File: src/hw/rtl/ptte_pkg.sv
// types, constants and helper functions shared by the postfix truth table evaluator
// no dependencies; imported by ptte_cell, ptte_ctrl and the top level
`timescale 1ns / 1ps
`default_nettype none

package ptte_pkg;

	localparam int VEC_MAX_W = 64;  // widest truth vector, six variables
	localparam int MODE_W    = 4;
	localparam int VAR_W     = 3;

	typedef enum logic [MODE_W-1:0] {
		MODE_VAR     = 4'd0,
		MODE_ONE     = 4'd1,
		MODE_ZERO    = 4'd2,
		MODE_NOT     = 4'd3,
		MODE_OR      = 4'd4,
		MODE_AND     = 4'd5,
		MODE_EQUIV   = 4'd6,
		MODE_IMPLIES = 4'd7,
		MODE_XOR     = 4'd8,
		MODE_NOR     = 4'd9,
		MODE_NAND    = 4'd10
	} ptte_mode_t;

	typedef enum logic [1:0] {
		SHIFT_HOLD = 2'd0,
		SHIFT_UP   = 2'd1,
		SHIFT_DOWN = 2'd2
	} ptte_shift_t;

	// stack movement for one accepted beat
	typedef struct packed {
		logic push;
		logic pop;
		logic load_top;
	} ptte_stack_ctl_t;

	// row i is set when bit pos of i is one
	function automatic logic [VEC_MAX_W-1:0] ptte_column(input logic [VAR_W-1:0] pos);
		logic [VEC_MAX_W-1:0] c;
		logic [5:0]           row;
		logic [5:0]           sh;
		c = '0;
		for (int i = 0; i < VEC_MAX_W; i++) begin
			row  = 6'(i);
			sh   = row >> pos;
			c[i] = sh[0];
		end
		return c;
	endfunction

	function automatic logic [VEC_MAX_W-1:0] ptte_row_mask(input logic [VAR_W-1:0] v);
		logic [6:0] n;
		n = 7'd1 << v;
		if (v >= 3'd6) begin
			return '1;
		end
		return (64'd1 << n) - 64'd1;
	endfunction

endpackage

`default_nettype wire

File: src/hw/rtl/postfix_truth_table_evaluator_unit.sv
// top level of the postfix truth table evaluator: config register, cell row, control
// depends on ptte_pkg, ptte_cell and ptte_ctrl
`timescale 1ns / 1ps
`default_nettype none

// Takes one postfix token per cycle and keeps a stack of truth vectors (one bit per
// row of up to MAX_VARS variables) in a row of STACK_DEPTH cells, top entry in cell 0.
// A push shifts every cell down by one, a binary token writes its result into cell 0
// and shifts the rest up, NOT rewrites cell 0; all in the same cycle, so a token is
// taken every clock while the result register is free or being drained. A token
// marked last produces one result beat in the cycle after it is taken; other tokens
// produce none. var_count is written through the cfg channel (always ready) and must
// only change between formulas. Errors (underflow, overflow, bad index, unknown token,
// final depth not one) give error=1 with zero truth bits and empty the stack.

module postfix_truth_table_evaluator_unit
	import ptte_pkg::*;
#(
	parameter int MAX_VARS    = 6,
	parameter int STACK_DEPTH = 16
) (
	input  wire logic                 clk,
	input  wire logic                 arst_n,
	input  wire logic                 cfg_valid,
	output logic                      cfg_ready,
	input  wire logic [VAR_W-1:0]     cfg_data,
	input  wire logic                 in_valid,
	output logic                      in_ready,
	input  wire logic [MODE_W-1:0]    mode,
	input  wire logic [VAR_W-1:0]     var_index,
	input  wire logic                 last_token,
	output logic                      out_valid,
	input  wire logic                 out_ready,
	output logic [VEC_MAX_W-1:0]      truth_bits,
	output logic                      error
);

	localparam int VEC_W = 1 << MAX_VARS;

	logic [VAR_W-1:0]  var_count_q;
	ptte_stack_ctl_t   stack_ctl;
	logic [VEC_W-1:0]  top_d;
	logic [VEC_W-1:0]  cell_val [STACK_DEPTH];
	ptte_shift_t       cell_cmd [STACK_DEPTH];

	assign cfg_ready = 1'b1;

	always_ff @(posedge clk or negedge arst_n) begin
		if (!arst_n) begin
			var_count_q <= VAR_W'(1);
		end else if (cfg_valid) begin
			var_count_q <= cfg_data;
		end
	end

	ptte_ctrl #(
		.MAX_VARS    (MAX_VARS),
		.STACK_DEPTH (STACK_DEPTH),
		.VEC_W       (VEC_W)
	) u_ctrl (
		.clk        (clk),
		.arst_n     (arst_n),
		.var_count  (var_count_q),
		.in_valid   (in_valid),
		.in_ready   (in_ready),
		.mode       (mode),
		.var_index  (var_index),
		.last_token (last_token),
		.top_b      (cell_val[0]),
		.top_a      (cell_val[1]),
		.stack_ctl  (stack_ctl),
		.top_d      (top_d),
		.out_valid  (out_valid),
		.out_ready  (out_ready),
		.truth_bits (truth_bits),
		.error      (error)
	);

	// cell 0 takes the new top on load_top; deeper cells follow the push or pop
	for (genvar k = 0; k < STACK_DEPTH; k++) begin : g_cell
		logic [VEC_W-1:0] up_val;
		logic [VEC_W-1:0] down_val;

		if (k == 0) begin : g_head
			assign up_val      = top_d;
			assign cell_cmd[k] = stack_ctl.load_top ? SHIFT_UP : SHIFT_HOLD;
		end else begin : g_body
			assign up_val      = cell_val[k-1];
			assign cell_cmd[k] = stack_ctl.push ? SHIFT_UP :
			                     stack_ctl.pop  ? SHIFT_DOWN : SHIFT_HOLD;
		end

		if (k == STACK_DEPTH - 1) begin : g_tail
			assign down_val = '0;
		end else begin : g_mid
			assign down_val = cell_val[k+1];
		end

		ptte_cell #(
			.W (VEC_W)
		) u_cell (
			.clk  (clk),
			.cmd  (cell_cmd[k]),
			.up   (up_val),
			.down (down_val),
			.val  (cell_val[k])
		);
	end

endmodule

`default_nettype wire

File: src/hw/rtl/ptte_cell.sv
// one entry of the shift-register stack: holds, takes the entry above or the one below
// depends on ptte_pkg
`timescale 1ns / 1ps
`default_nettype none

module ptte_cell
	import ptte_pkg::*;
#(
	parameter int W = 64
) (
	input  wire logic        clk,
	input  wire ptte_shift_t cmd,
	input  wire logic [W-1:0] up,
	input  wire logic [W-1:0] down,
	output logic      [W-1:0] val
);

	logic [W-1:0] val_q;

	always_ff @(posedge clk) begin
		case (cmd)
			SHIFT_UP:   val_q <= up;
			SHIFT_DOWN: val_q <= down;
			default:    val_q <= val_q;
		endcase
	end

	assign val = val_q;

endmodule

`default_nettype wire

File: src/hw/rtl/ptte_ctrl.sv
// token decode, depth and error tracking, new top value and the result register
// depends on ptte_pkg; drives the cell row of the top level
`timescale 1ns / 1ps
`default_nettype none

module ptte_ctrl
	import ptte_pkg::*;
#(
	parameter int MAX_VARS    = 6,
	parameter int STACK_DEPTH = 16,
	parameter int VEC_W       = 64
) (
	input  wire logic                 clk,
	input  wire logic                 arst_n,
	input  wire logic [VAR_W-1:0]     var_count,
	input  wire logic                 in_valid,
	output logic                      in_ready,
	input  wire logic [MODE_W-1:0]    mode,
	input  wire logic [VAR_W-1:0]     var_index,
	input  wire logic                 last_token,
	input  wire logic [VEC_W-1:0]     top_b,
	input  wire logic [VEC_W-1:0]     top_a,
	output ptte_stack_ctl_t           stack_ctl,
	output logic      [VEC_W-1:0]     top_d,
	output logic                      out_valid,
	input  wire logic                 out_ready,
	output logic [VEC_MAX_W-1:0]      truth_bits,
	output logic                      error
);

	localparam int DW = $clog2(STACK_DEPTH + 1);

	logic [DW-1:0]        depth_q;
	logic                 err_seen_q;
	logic                 out_valid_q;
	logic [VEC_MAX_W-1:0] truth_q;
	logic                 error_q;

	logic                 accept;
	logic [VAR_W-1:0]     vc_eff;
	logic [VAR_W-1:0]     col_pos;
	logic [VEC_W-1:0]     mask;
	logic [VEC_W-1:0]     op_val;
	logic                 is_push;
	logic                 is_not;
	logic                 is_bin;
	logic                 bad;
	logic                 fail;
	logic [DW-1:0]        depth_next;
	logic                 err_next;
	logic [VEC_W-1:0]     top_next;
	logic                 res_err;

	assign in_ready = !out_valid_q || out_ready;
	assign accept   = in_valid && in_ready;

	// register saturated into 1..MAX_VARS
	always_comb begin
		if (var_count == '0) begin
			vc_eff = VAR_W'(1);
		end else if (var_count > VAR_W'(MAX_VARS)) begin
			vc_eff = VAR_W'(MAX_VARS);
		end else begin
			vc_eff = var_count;
		end
	end

	assign col_pos = vc_eff - var_index;
	assign mask    = VEC_W'(ptte_row_mask(vc_eff));

	always_comb begin
		is_push = 1'b0;
		is_not  = 1'b0;
		is_bin  = 1'b0;
		bad     = 1'b0;
		op_val  = '0;
		unique case (mode)
			MODE_VAR: begin
				is_push = 1'b1;
				bad     = (var_index == '0) || (var_index > vc_eff);
				op_val  = VEC_W'(ptte_column(col_pos));
			end
			MODE_ONE: begin
				is_push = 1'b1;
				op_val  = '1;
			end
			MODE_ZERO: begin
				is_push = 1'b1;
				op_val  = '0;
			end
			MODE_NOT: begin
				is_not = 1'b1;
				op_val = ~top_b;
			end
			MODE_OR: begin
				is_bin = 1'b1;
				op_val = top_a | top_b;
			end
			MODE_AND: begin
				is_bin = 1'b1;
				op_val = top_a & top_b;
			end
			MODE_EQUIV: begin
				is_bin = 1'b1;
				op_val = ~(top_a ^ top_b);
			end
			MODE_IMPLIES: begin
				is_bin = 1'b1;
				op_val = ~top_a | top_b;
			end
			MODE_XOR: begin
				is_bin = 1'b1;
				op_val = top_a ^ top_b;
			end
			MODE_NOR: begin
				is_bin = 1'b1;
				op_val = ~(top_a | top_b);
			end
			MODE_NAND: begin
				is_bin = 1'b1;
				op_val = ~(top_a & top_b);
			end
			default: begin
				bad = 1'b1;
			end
		endcase
	end

	assign top_d = op_val & mask;

	// underflow, overflow, bad index or unknown token
	assign fail = bad
		|| (is_push && (depth_q == DW'(STACK_DEPTH)))
		|| (is_not && (depth_q == '0))
		|| (is_bin && (depth_q < DW'(2)));

	assign stack_ctl.push     = accept && !fail && is_push;
	assign stack_ctl.pop      = accept && !fail && is_bin;
	assign stack_ctl.load_top = accept && !fail && (is_push || is_not || is_bin);

	always_comb begin
		if (fail) begin
			depth_next = '0;
		end else if (is_push) begin
			depth_next = depth_q + DW'(1);
		end else if (is_bin) begin
			depth_next = depth_q - DW'(1);
		end else begin
			depth_next = depth_q;
		end
	end

	assign err_next = err_seen_q || fail;
	assign top_next = (is_push || is_not || is_bin) ? top_d : top_b;
	assign res_err  = err_next || (depth_next != DW'(1));

	always_ff @(posedge clk or negedge arst_n) begin
		if (!arst_n) begin
			depth_q     <= '0;
			err_seen_q  <= 1'b0;
			out_valid_q <= 1'b0;
		end else begin
			if (accept) begin
				depth_q    <= last_token ? '0 : depth_next;
				err_seen_q <= last_token ? 1'b0 : err_next;
			end
			if (accept && last_token) begin
				out_valid_q <= 1'b1;
			end else if (out_ready) begin
				out_valid_q <= 1'b0;
			end
		end
	end

	// result beat, masked with the row count in force now
	always_ff @(posedge clk) begin
		if (accept && last_token) begin
			truth_q <= res_err ? '0 : VEC_MAX_W'(top_next & mask);
			error_q <= res_err;
		end
	end

	assign out_valid  = out_valid_q;
	assign truth_bits = truth_q;
	assign error      = error_q;

endmodule

`default_nettype wire

File: config.mk
export PLATFORM = sky130hd
export DESIGN_NAME = postfix_truth_table_evaluator_unit
export DESIGN_NICKNAME = d
export VERILOG_FILES = /design/src/hw/rtl/ptte_pkg.sv /design/src/hw/rtl/postfix_truth_table_evaluator_unit.sv /design/src/hw/rtl/ptte_cell.sv /design/src/hw/rtl/ptte_ctrl.sv
export SDC_FILE = /design/constraint.sdc
export NUM_CORES = 1
export LEC_CHECK = 0
export BUFFER_PORTS_ARGS = -buffer_cell sky130_fd_sc_hd__buf_2
export CORE_MARGIN = 1
export CORE_UTILIZATION = 64
export CTS_CLUSTER_SIZE = 40
export DETAILED_ROUTE_END_ITERATION = 8
export PLACE_DENSITY_LB_ADDON = 0.25
export SYNTH_ARGS = -nofsm -noshare
export SYNTH_HDL_FRONTEND = slang
export SYNTH_SLANG_ARGS = --single-unit
File: constraint.sdc
create_clock -name clk -period 80.2 [get_ports clk]
set_clock_uncertainty 0.2 [all_clocks]
set_input_delay 12.03 -clock clk [delete_from_list [all_inputs] [get_ports clk]]
set_output_delay 12.03 -clock clk [all_outputs]
set_load 0.05 [all_outputs]
==> results of run 1 <==
==> per-layer routing <==
layer  global-route usage [%]  vias up  routed length, um
met5                        0        -                 12
met4                     14.7        2               6450
met3                     4.69      381               8440
met2                     42.9     1264              53600
met1                     36.9    15300              48200
li1                         -    14000                  -
==> area by class of cell <==
class / count / area share (%)
clock buffers: 135 / 4.99
repair buffers: 131 / 1.47
inverters: 197 / 1.27
multi-input cells: 2147 / 32.5
flip-flops and latches: 1099 / 56.6
well taps: 1080 / 2.32
clock inverters: 63 / 0.874
==> stage by stage <==
step | instance area [um^2] | power, mW | util (%)
6_report | 58300 | 1.36 | 69.7
5_1_grt | 58300 | 1.40 | 69.7
4_1_cts | 58300 | 1.37 | 69.7
3_5_place_dp | 54800 | 0.874 | 65.6
3_3_place_gp | 54800 | 0.862 | 65.6
2_1_floorplan | 53900 | 0.878 | -
==> flip-flops by register name (all words and copies together) (netlist names) <==
| name | cells |
|---|---|
| u_ctrl.depth_q | 5 |
| u_ctrl.err_seen_q | 1 |
| var_count_q | 3 |
| u_ctrl.error | 1 |
| u_ctrl.truth_bits | 64 |
| g_cell.u_cell.val | 1024 |
| u_ctrl.out_valid | 1 |
==> kinds of logic after synthesis <==
kind of cell | count (synthesis) | share of synthesized area (%)
compound gates | 550 | 6.89
xor+xnor | 3 | 0.0487
fa+ha+maj | 212 | 4.93
buf+inv | 424 | 3.86
flops | 1099 | 61.1
mux | 918 | 19.1
other cells | 1 | 0.00695
simple gates | 463 | 4.02
==> how the worst max path moves through the flow <==
stage,from,end,slack [ns],cells after the start
6_report,out_ready,in_ready,55.41,3
3_5_place_dp,out_ready,in_ready,55.42,3
3_3_place_gp,out_ready,in_ready,55.43,3
4_1_cts,out_ready,in_ready,55.41,3
5_1_grt,out_ready,in_ready,55.38,3
2_1_floorplan,mode[3],g_cell[10].u_cell.val[0]$_DFFE_PP_,28.39,8
==> tightest hold or removal path, delay by kind of cell, from the launching register on <==
kind | cells | cell delay, ns
flops | 1 | 0.36
compound gates | 1 | 0.05
simple gates | 1 | 0.08
==> Yosys cell counts, types with 8 or more instances <==
| master | n |
|---|---|
| edfxtp_1 | 1089 |
| mux2_2 | 499 |
| mux2_1 | 401 |
| ha_1 | 211 |
| inv_1 | 196 |
| nor2_1 | 153 |
| nand2_1 | 135 |
| a21oi_1 | 118 |
| o21ai_0 | 99 |
| clkbuf_1 | 97 |
| nor2b_1 | 85 |
| o22ai_1 | 80 |
| a22oi_1 | 58 |
| buf_4 | 56 |
| buf_6 | 33 |
| buf_2 | 26 |
| nor3_1 | 24 |
| o221ai_1 | 19 |
| nand2b_1 | 18 |
| mux2i_1 | 17 |
| buf_1 | 15 |
| o41ai_1 | 15 |
| a211oi_1 | 14 |
| a22o_1 | 12 |
| o21ba_2 | 12 |
| o31ai_1 | 10 |
| a2111oi_0 | 9 |
| a221oi_1 | 9 |
| a31oi_1 | 9 |
| dfrtp_1 | 9 |
| o211ai_1 | 9 |
| o2bb2ai_1 | 9 |
| a2bb2oi_1 | 8 |
==> where the power goes <==
part	total [mW]	switching, mW	leakage, nW	internal (mW)
combinational	0.155	0.0958	8.67	0.0596
clock	0.491	0.212	1.67	0.279
sequential	0.709	0.0229	10.1	0.686
total	1.36	0.331	20.4	1.02
==> key figures, run 1 <==
Clock network
  – Post-CTS Setup Inserts: 0
  – Clock slew seen by the registers of the worst setup and hold paths: 0.06 ns
  – Post-CTS Resized: 0
  – Worst skew pair latency: 0.68 ns
  – CTS Root Cell: clkbuf_16
  – Clock sinks: 1,099
  – Clk buf depth: 3
  – Cts hold-fix bufs: 0
  – TritonCTS Buffers: 109
  – H-tree Lvls: 3
  – TritonCTS clock tree: done

Yosys
  – Register area share after synthesis: 61.1%
  – Yosys Warn Count: 0
  – Post-Syn Area: 53,900 um^2
  – Ys flop type: edfxtp_1
  – Synthesized instance count: 3,670
  – Synth top area cells: edfxtp_1, mux2_2, mux2_1, ha_1, inv_1
  – Number of distinct library cells after synthesis: 76
  – Largest area contributor in the netlist: edfxtp_1
  – Area share of the largest cell type after synthesis: 60.6%
  – Post-synth EDFFs: 1,089
  – Syn nets: 3,898
  – Ys async rst share: 0.910%
  – Seq cells post-synth: 1,099
  – Mean Syn Cell Area: 14.7 um^2

Hold path
  – HP Start: u_ctrl.err_seen_q$_DFFE_PN0P_
  – WHS Endpoint: u_ctrl.err_seen_q$_DFFE_PN0P_
  – Hold path depth: 2
  – Min-delay worst type: reg2reg

Detailed routing
  – Vias: 30.9k
  – Vias per inst: 6.37
  – Routed Antenna Nets: 0
  – Remaining DRCs: 0
  – Final wirelength: 117,000 um
  – Avg WL per Cell: 24.1 um
  – Pre-antenna DRT Iters: 8
  – DR iter-0 viols: 3,026

Final layout
  – Share of post-route cells with drive strength above 1: 21.8%
  – Commonest non-fill, non-tap cell in the layout: edfxtp_1
  – Most frequent cells in the layout: edfxtp_1, mux2_2, mux2_1
  – FILL cells: 5,403
  – Area delta synth->final: 8.03%
  – Diode count: 0
  – Fin cells: 4,852
  – Final #Nets: 3,913
  – Reg area: 33,000 um^2
  – Area occupied by multi-input gates: 18,900 um^2

Timing
  – Setup violations, final: 0
  – Minimum clock period: 24.79 ns
  – Unrepaired setup endpoints after global routing: false
  – Final Hold Viols: 0
  – Fmax: 40.3 MHz
  – Hold Slack: 0.332 ns
  – Max-slew headroom: 3.75%
  – Setup ws final: 55.41 ns
  – Final Cycle Share: 30.9%
  – Final setup TNS: 0 ns
  – Slew at the pin closest to its max-slew limit: 1.44 ns
  – Final Max Slew Viols: 0

Critical path
  – Critical path buffer and inverter count: 2
  – Launching element type of the critical path: input port
  – WS Path Type: in2out
  – Crit-path leading delay family: buffers and inverters
  – Worst R2R Setup Slack: 72.61 ns
  – CP max-delay cell: buf_2
  – WP data arrival: 12.56 ns
  – WP data required: 67.97 ns
  – CP Max Fanout: 4
  – Reg-to-Reg Start: var_count_q[0]$_DFFE_PN1P_
  – R2R cell count: 14
  – RR Endpoint: g_cell[6].u_cell.val[46]$_DFFE_PP_
  – CP cell instances: buf_2 > nand2b_1 > buf_2
  – Setup crit end kind: output port
  – Worst path most repeated cell: buf_2
  – Worst stage delay on the critical path: 0.29 ns

Global route
  – Total GRT Usage: 27.4%
  – Largest net degree at the start of global routing: 217
  – Initial antenna violation count: 3
  – First-pass GRT wire length: 182,000 um
  – GR Overflow Total: 0
  – Vias in the first global route: 31.4k

Floorplanning
  – Core ar.: 83,600 um^2
  – I/O Pins: 84
  – Row count: 106
  – Die width: 292 um
  – Starting density of the core: 64.6%
  – Vert. Die Dim: 292 um
  – Full die area: 85,400 um^2

Flow run
  – Max_cap viols: 0

Pwr
  – VDD IR max: 0.0219 mV
  – P_leak: 20.4 nW
  – P per Cell Area: 23.3 nW/um^2

Place
  – Port bufs: 82
  – Post-DP HPWL: 72,700 um
  – Placed insts: 4,654
  – GP Congestion: 0.944
  – Pre-CTS setup slack: 55.42 ns

Status
  – Status: finished clean
Power figures use the tool's default switching activity.
==> run 2, diff against run 1 <==
Settings changed: CORE_UTILIZATION 64 to 57.
Clock period 80.2 ns to 21.4 ns, I/O delays scaled along.
==> run 2 against run 1 <==
Net effect: cell count up 3.7%; register-to-register slack lost 58 ns; sequential share of layout area decreased by 0.33 points; final area increased by 0.59%; clock power rose to 3.8 times the previous value; combinational power rose to 3.7 times the previous value; largest cell class unchanged; power rose to 3.8 times the previous value.
==> key figures, run 2 (synthesis gave the netlist of run 1 again) <==
Critical path
  – CP Max Fanout: 181
  – CP cell instances: buf_2 > buf_4 > buf_4 > nand2b_1 > o21ai_0 > nor3_4 > buf_4 > buf_4 > buf_12 > buf_4
  – WP data arrival: 9.90 ns
  – Worst path most repeated cell: buf_4
  – Setup crit end kind: flip-flop
  – R2R cell count: 13
  – CP max-delay cell: buf_4
  – Worst stage delay on the critical path: 0.97 ns
  – Launching element type of the critical path: input port
  – WS Path Type: in2reg
  – Reg-to-Reg Start: var_count_q[2]$_DFFE_PN0P_
  – CP Capture Point: g_cell[12].u_cell.val[34]$_DFFE_PP_
  – Worst setup startpoint: mode[2]
  – RR Endpoint: g_cell[2].u_cell.val[27]$_DFFE_PP_
  – WP data required: 21.50 ns
  – Worst R2R Setup Slack: 14.61 ns

Clock network
  – TritonCTS clock tree: done
  – Cts hold-fix bufs: 0
  – CTS Root Cell: clkbuf_16
  – Clk buf depth: 3
  – TritonCTS Buffers: 109
  – Clock slew seen by the registers of the worst setup and hold paths: 0.06 ns
  – Post-CTS Setup Inserts: 0
  – Post-CTS Resized: 0
  – Worst skew pair latency: 0.71 ns
  – Clock sinks: 1,099
  – H-tree Lvls: 3

Timing
  – Minimum clock period: 9.80 ns
  – Slew at the pin closest to its max-slew limit: 1.16 ns
  – Final Hold Viols: 0
  – Final Max Slew Viols: 0
  – Unrepaired setup endpoints after global routing: false
  – Fmax: 102 MHz
  – Max-slew headroom: 22.5%
  – Setup ws final: 11.60 ns
  – Final Cycle Share: 45.8%
  – Setup violations, final: 0

Pwr
  – VDD IR max: 0.0751 mV
  – P per Cell Area: 86.9 nW/um^2
  – Total power: 5.09 mW
  – P_leak: 20.5 nW

Detailed routing
  – Remaining DRCs: 0
  – Pre-antenna DRT Iters: 8
  – Vias per inst: 6.04
  – DR iter-0 viols: 3,667
  – Routed Antenna Nets: 0
  – Final wirelength: 110,000 um
  – Avg WL per Cell: 21.8 um
  – Vias: 30.4k

Floorplanning
  – Starting density of the core: 57.7%
  – Full die area: 95,900 um^2
  – Vert. Die Dim: 310 um
  – Row count: 112
  – Die width: 310 um
  – I/O Pins: 84
  – Core ar.: 93,500 um^2

Place
  – Pre-CTS setup slack: 10.98 ns
  – Placed insts: 4,830
  – Port bufs: 82
  – GP Congestion: 0.976
  – Post-DP HPWL: 67,300 um

Final layout
  – Area delta synth->final: 8.67%
  – Share of post-route cells with drive strength above 1: 22.0%
  – Commonest non-fill, non-tap cell in the layout: edfxtp_1
  – Most frequent cells in the layout: edfxtp_1, mux2_2, mux2_1
  – Max reg flops: 1,024
  – Final #Nets: 3,915
  – Diode count: 0
  – FILL cells: 6,926
  – Fin cells: 5,033

Flow run
  – Max_cap viols: 0

Global route
  – Total GRT Usage: 22.8%
  – Initial antenna violation count: 5
  – First-pass GRT wire length: 170,000 um
  – Largest net degree at the start of global routing: 211
  – GR Overflow Total: 0
  – Vias in the first global route: 29.6k

Hold path
  – Min-delay worst type: reg2reg

Status
  – Status: finished clean
-- run 2: cell types whose count changed in the layout (fill, tap and decap cells not counted), moves of 2 or more --
cell,change
nor2_1,-2
inv_6,-2
clkinvlp_4,+3
buf_4,+3
clkbuf_8,-2
clkbuf_16,-3
nor2_4,+2
clkbuf_1,+2
clkinv_16,+3
-- run 2: where the power goes --
group | internal, mW | switching [mW]
Sequential | 2.57 | 0.0850
Combinational | 0.222 | 0.345
Clock | 1.04 | 0.827
Total | 3.83 | 1.26
-- run 2: how the worst min path moves through the flow --
stage,from,end,cells after the start
after CTS,u_ctrl.out_valid$_DFFE_PN0P_,u_ctrl.out_valid$_DFFE_PN0P_,2
after detailed placement,u_ctrl.out_valid$_DFFE_PN0P_,u_ctrl.out_valid$_DFFE_PN0P_,2
after floorplan,u_ctrl.err_seen_q$_DFFE_PN0P_,u_ctrl.err_seen_q$_DFFE_PN0P_,2
after global placement,u_ctrl.err_seen_q$_DFFE_PN0P_,u_ctrl.err_seen_q$_DFFE_PN0P_,2
after global routing,g_cell[15].u_cell.val[24]$_SDFFCE_PP0P_,g_cell[14].u_cell.val[24]$_DFFE_PP_,1
final,u_ctrl.out_valid$_DFFE_PN0P_,u_ctrl.out_valid$_DFFE_PN0P_,2
-- run 2: critical path: cells and delay by family --
family | cells | cell delay [ns]
AO/OA/AOI/OAI | 1 | 0.48
AND/OR/NAND/NOR | 2 | 1.52
buffers and inverters | 7 | 4.31
-- run 2: cell type report --
type | instances | area [um^2] | area share [%]
Sequential cell | 1099 | 33000 | 56.2
Multi-Input combinational cell | 2147 | 19000 | 32.4
Clock buffer | 132 | 2810 | 4.80
Tap cell | 1254 | 1570 | 2.68
Timing Repair Buffer | 133 | 861 | 1.47
Inverter | 197 | 752 | 1.28
Clock inverter | 71 | 681 | 1.16
-- run 2: stage by stage --
step / TNS (ns) / area, um^2 / utilization [%] / hold WS [ns]
2_1_floorplan: -6007.68 / 54000 / - / 0.283
5_1_grt: 0 / 58600 / 62.7 / 0.355
3_5_place_dp: 0 / 55100 / 59.0 / 0.307
3_3_place_gp: 0 / 55100 / 59.0 / 0.300
4_1_cts: 0 / 58600 / 62.7 / 0.321
6_report: 0 / 58600 / 62.7 / 0.315
-- run 2: layer usage --
metal	GRT usage, %	vias up	wire, um	part of all wire, %
li1	-	14000	-	-
met1	32.4	15000	48300	44
met2	33.7	1142	48100	44
met3	4.73	323	8050	7.3
met4	10.9	2	5370	4.9
met5	0	-	13	0.012
